[src/rtl/assert_macros.svh]
// Assertion macros shared by the scheduler RTL.
// Each macro expects clk_i and rst_ni to be visible at the point of use.
`ifndef ASSERT_MACROS_SVH
`define ASSERT_MACROS_SVH

// Checks that a condition holds at every clock edge outside reset.
`define SSTF_ASSERT_ALWAYS(lbl, cond, msg) \
  lbl: assert property (@(posedge clk_i) disable iff (!rst_ni) (cond)) else $error(msg);

// Checks that the consequent holds in the same cycle as the antecedent.
`define SSTF_ASSERT_IMPLIES(lbl, ante, cons, msg) \
  lbl: assert property (@(posedge clk_i) disable iff (!rst_ni) (ante) |-> (cons)) \
    else $error(msg);

`endif

[src/rtl/sstf_cmp_unit.sv]
// Shared compare unit: absolute track distance, equality and closer-than test.
// Standalone; instantiated once by the scheduler top level.
`timescale 1ns / 1ps
`default_nettype none

module sstf_cmp_unit #(
  parameter int unsigned WIDTH = 8
) (
  input  wire logic [WIDTH-1:0] op_a_i,
  input  wire logic [WIDTH-1:0] op_b_i,
  input  wire logic [WIDTH-1:0] best_i,
  output logic      [WIDTH-1:0] dist_o,
  output logic                  eq_o,
  output logic                  closer_o
);

  logic a_below;

  // Distance is the magnitude of the difference between the operands.
  assign a_below  = op_a_i < op_b_i;
  assign dist_o   = a_below ? (op_b_i - op_a_i) : (op_a_i - op_b_i);
  assign eq_o     = op_a_i == op_b_i;
  assign closer_o = dist_o < best_i;

endmodule

`default_nettype wire

[config.mk]
export PLATFORM = sky130hd
export DESIGN_NAME = sstf_cmp_unit
export DESIGN_NICKNAME = d
export VERILOG_FILES = /design/src/rtl/assert_macros.svh /design/src/rtl/sstf_cmp_unit.sv
export SDC_FILE = /design/constraint.sdc
export NUM_CORES = 1
export LEC_CHECK = 0
export BUFFER_PORTS_ARGS = -buffer_cell sky130_fd_sc_hd__buf_2
export CAP_MARGIN = 20
export CORE_MARGIN = 4
export CORE_UTILIZATION = 45
export DETAILED_ROUTE_END_ITERATION = 8
export PLACE_DENSITY_LB_ADDON = 0.1
export REMOVE_ABC_BUFFERS = 1
export SKIP_LAST_GASP = 1
export SLEW_MARGIN = 20
export SYNTH_ARGS = -nofsm -noshare
export SYNTH_HDL_FRONTEND = slang
export SYNTH_SLANG_ARGS = --single-unit
[constraint.sdc]
create_clock -name vclk -period 5.3
set_input_delay 0.795 -clock vclk [all_inputs]
set_output_delay 0.795 -clock vclk [all_outputs]
set_load 0.05 [all_outputs]
==> results of run 1 <==
[cell families after synthesis]
logic type | synth area share [%]
AO/OA/AOI/OAI | 22.98
multiplexers | 7.081
buffers and inverters | 11.99
AND/OR/NAND/NOR | 15.46
adder cells (fa/ha/maj) | 36.42
XOR/XNOR | 6.069
[cells in the mapped netlist (all sizes together)]
master   n
o21a     1
nand2    7
xor2     5
buf      1
clkbuf   1
fa       2
mux2i    5
or2      2
nand3    1
a21o     3
inv     25
mux2     1
nand2b   6
o21ai   10
o22ai    2
nand4    1
a221oi   1
ha      22
nor2     5
nor3     1
nor2b    1
and3     1
xnor2    1
a21oi   15
[layout make-up]
| type | count | area [sq um] |
|---|---|---|
| fillers | 180 | 725.7 |
| repair buffers | 34 | 170.2 |
| inverters | 25 | 93.84 |
| multi-input cells | 93 | 762.0 |
| well taps | 25 | 31.28 |
[report_power, final]
part,switching (mW),leakage (nW),internal [mW]
combinational,0.139,0.633,0.0668
sequential,0,0,0
clock,0,0,0
[per-stage QoR]
step | TNS, ps | power [mW] | hold slack, ps | worst slack, ps | utilization (%)
6_report | 0 | 0.2057 | 2101 | 913.6 | 59.30
3_3_place_gp | 0 | 0.2030 | 2094 | 974.2 | 59.30
2_1_floorplan | -170.4 | 0.1605 | 1917 | -170.4 | -
3_5_place_dp | 0 | 0.2075 | 2101 | 875.6 | 59.30
5_1_grt | 0 | 0.2287 | 2129 | 617.5 | 59.30
4_1_cts | 0 | 0.2079 | 2106 | 874.4 | 59.30
[worst paths after layout]
check | startpoint | end | cells past startpoint
setup / recovery | op_a_i[0] | closer_o | 15
hold / removal | op_b_i[0] | dist_o[0] | 4
[layer usage]
metal  track usage (%)  vias to the layer above
met2             26.15                       25
li1                  -                      463
met4             2.183                        0
met3            0.8596                        2
met5                 0                        -
met1             19.20                      384
[cells in the final DEF, fill, tap and decap left out, types with 3 or more instances in the layout]
cell type and count:
buf_2 34, o21ai_0 9, mux2i_1 5, xor2_1 5
nor2_1 4, nand2b_1 6, a21o_1 3, inv_1 25
nand2_1 6, a21oi_1 12, ha_1 22
==> impl_metrics.json, run 1 <==
{
  "clock.fmax_ghz": 0.2280,
  "grt_max_degree": 9,
  "worst_pin_slew_ps": 261.2,
  "drtIter0Drc": 14,
  "totalWireLength_um": 1841,
  "wl_met3_um": 117,
  "gp_congestion": 0.7518,
  "critPathSlowestCell": "fa_1",
  "cp_slowest_stage_delay_ps": 380,
  "dp.cells": 177,
  "hp-class": "input port to output pin",
  "rows": 15,
  "slew_headroom_pct": 82.55,
  "status": "finished, final reports clean",
  "ctsHoldBuffers": 0,
  "drive_gt1_share_pct": 26.97,
  "synth.top_cell.area_share_pct": 31.79,
  "grt_pass1_vias": 818,
  "hold_viol": 0,
  "period_share_pct": 82.76,
  "die_x_um": 51.87,
  "grt_use_total_pct": 14.56,
  "hpwl_um": 1717,
  "n_antenna_cell": 0,
  "met1_length_um": 845,
  "rsz0062_at_grt": "no",
  "synth_warnings": 0,
  "syn_avg_cell_area_sq_um": 7.215,
  "highest_layer": "met4",
  "gr-total-overflow": 0,
  "layout.nets": 202,
  "crit_chain": "buf_2, inv_1, ha_1, inv_1, fa_1, nand3_1, nand2_2, a21oi_4, mux2_2, ha_1, a21o_1, a21oi_1, o21ai_0, a221oi_1, buf_2",
  "place_area_sq_um": 1057,
  "slew_violations": 0,
  "yosys.area.top_type": "ha_1",
  "path_buf_inv": 4,
  "crit_type": "input port to output pin",
  "wl_per_cell_um": 10.40,
  "numPortBuffers": 34,
  "cap_violations": 0,
  "synth_area_leaders": "ha_1 32%, inv_1 11%, a21oi_1 6.9%, mux2i_1 5.8%, o21ai_0 5.2%",
  "netlist_area_sq_um": 865.8,
  "final_cell_area_sq_um": 1057,
  "yosysSeqAreaShare_pct": 0,
  "start_util_pct": 48.56,
  "regArea_sq_um": 0,
  "final_cells": 177,
  "antenna_left": 0,
  "cp_top_family": "compound AO/OA/AOI/OAI gates",
  "viasPerCell": 4.938,
  "finalSetupViolCount": 0,
  "power.density_nw_per_um2": 194.5,
  "ys_types": 29,
  "crit_arrival_ps": 3590,
  "ios": 34,
  "die_h_um": 51.87,
  "cts.repair.resized": 0,
  "post-cts-setup-buffers": 0,
  "grt_pass1_wl_um": 3256,
  "drtPass1Iterations": 4,
  "required_ps": 4510,
  "crit_path_start_kind": "input port",
  "syn_to_final_growth_pct": 22.11,
  "cp_max_fo": 6,
  "fin_crit_ps": 4386,
  "nClkBuffers": 0,
  "die_area_sq_um": 2690,
  "synthCells": 120,
  "vias": 874,
  "drc": 0,
  "design.seq.count": 0,
  "routed-wl-met2_um": 861,
  "end_kind": "output pin",
  "antenna_found_initial": 0,
  "core_sq_um": 1783,
  "p_leak_nw": 0.6329,
  "peakVddDrop_mv": 0.09871
}
Note: power is estimated with default switching activity, not from simulation.
==> run 2, diff against run 1 <==
==> constraint.sdc (replaced) <==
create_clock -name vclk -period 4.34
set_input_delay 0.651 -clock vclk [all_inputs]
set_output_delay 0.651 -clock vclk [all_outputs]
set_load 0.05 [all_outputs]
==> run 2 against run 1 <==
Net effect:
- cell count unchanged
- critical endpoint unchanged
- count of clock-buffer cells in the layout unchanged
- critical path depth unchanged
==> impl_metrics.json, run 2 (synthesis gave the netlist of run 1 again) <==
{
  "sw_frac_of_total_pct": 66.74,
  "die_h_um": 51.87,
  "grt_pass1_vias": 818,
  "start_util_pct": 48.56,
  "gr-total-overflow": 0,
  "p_leak_nw": 0.6362,
  "totalWireLength_um": 1849,
  "numPortBuffers": 34,
  "antenna_left": 0,
  "nClkBuffers": 0,
  "ios": 34,
  "die_x_um": 51.87,
  "pwr-share-clk_pct": 0,
  "dp.cells": 177,
  "power.switching_mw": 0.1727,
  "vias": 876,
  "path_buf_inv": 4,
  "finalSetupViolCount": 0,
  "final_common_cell": "buf_2",
  "required_ps": 3690,
  "power.density_nw_per_um2": 242.7,
  "worst_pin_slew_ps": 261.3,
  "regArea_sq_um": 0,
  "final_cells": 177,
  "fin_crit_ps": 4056,
  "design.seq.count": 0,
  "slew_headroom_pct": 82.54,
  "cap_violations": 0,
  "grt_pass1_wl_um": 3256,
  "ctsHoldBuffers": 0,
  "cp_max_fo": 6,
  "combPwrFrac_pct": 100.0,
  "rsz0062_at_grt": "no",
  "crit_path_start_kind": "input port",
  "crit_arrival_ps": 3400,
  "most-common-layout-cells": "33 x buf_2, 25 x inv_1, 22 x ha_1",
  "power.internal_mw": 0.08605,
  "finalSetupTns_ps": 0,
  "grt_max_degree": 9,
  "cp_slowest_stage_delay_ps": 380,
  "peakVddDrop_mv": 0.1286,
  "seq_power_share_pct": 0,
  "cp_top_family": "compound AO/OA/AOI/OAI gates",
  "layout.nets": 202,
  "period_share_pct": 93.45,
  "drive_gt1_share_pct": 27.63,
  "post-cts-setup-buffers": 0,
  "syn_to_final_growth_pct": 23.12,
  "slew_violations": 0,
  "drc": 0,
  "drtPass1Iterations": 4,
  "die_area_sq_um": 2690,
  "hold_viol": 0,
  "crit_chain": "buf_2, inv_1, ha_1, inv_1, fa_1, nand3_1, nand2_2, a21oi_4, mux2_2, ha_1, a21o_1, a21oi_1, o21ai_0, a221oi_2, buf_4",
  "status": "finished, final reports clean",
  "power.total_mw": 0.2588,
  "wl_per_cell_um": 10.45,
  "end_kind": "output pin",
  "n_antenna_cell": 0,
  "gp_congestion": 0.7518,
  "hp-class": "input port to output pin",
  "core_sq_um": 1783,
  "clock.fmax_ghz": 0.2466,
  "viasPerCell": 4.949,
  "antenna_found_initial": 0,
  "drtIter0Drc": 13,
  "hpwl_um": 1717,
  "rows": 15,
  "grt_use_total_pct": 14.56,
  "crit_type": "input port to output pin",
  "critPathSlowestCell": "fa_1"
}
-- run 2: changes by cell type in the layout (fill, tap and decap cells not counted) --
cell,delta
a221oi_1,-1
buf_4,+1
a221oi_2,+1
buf_2,-1
-- run 2: final timing paths --
kind                  depth (start not counted)        end      start
worst max-delay path                         15   closer_o  op_a_i[0]
worst min-delay path                          4  dist_o[0]  op_b_i[0]
-- run 2: routing by layer --
metal | vias to the layer above | part of all wire (%) | global-route usage (%) | routed length (um)
li1 | 463 | - | - | -
met1 | 386 | 46 | 19.20 | 856
met2 | 25 | 46 | 26.15 | 858
met3 | 2 | 6.3 | 0.8596 | 117
met4 | 0 | 0.92 | 2.183 | 17
met5 | - | 0 | 0 | 0
-- run 2: area by class of cell --
cell class | instances | area, sq um
fill | 178 | 716.9
timing repair buffer | 34 | 172.7
inverter | 25 | 93.84
multi-input combinational | 93 | 768.2
tap | 25 | 31.28
-- run 2: power by group through the flow --
stage	Sequential, mW	Combinational, mW	Clock [mW]
after floorplan	0	0.196	0
after global placement	0	0.248	0
after detailed placement	0	0.253	0
after CTS	0	0.254	0
after global routing	0	0.287	0
final	0	0.259	0
-- run 2: through the flow --
stage,utilization [%],area (sq um),setup slack [ps],hold slack (ps)
final,59.79,1066,284.4,1813
after global placement,59.30,1057,302.2,1806
after CTS,59.30,1057,202.4,1818
after floorplan,-,855.8,-842.4,1629
after detailed placement,59.30,1057,203.6,1813
after global routing,59.79,1066,24.22,1841
-- run 2: worst min-delay path, delay by kind of cell --
kind | cells | cell delay (ps)
adders and majority gates | 1 | 170
buffers and inverters | 3 | 340
-- run 2: what timing repair did --
| action | 4_1_cts | 5_1_grt |
|---|---|---|
| gates resized for setup | 0 | 3 |
| endpoints found under the setup margin | 0 | 1 |
| endpoints found under the hold margin | 0 | 0 |
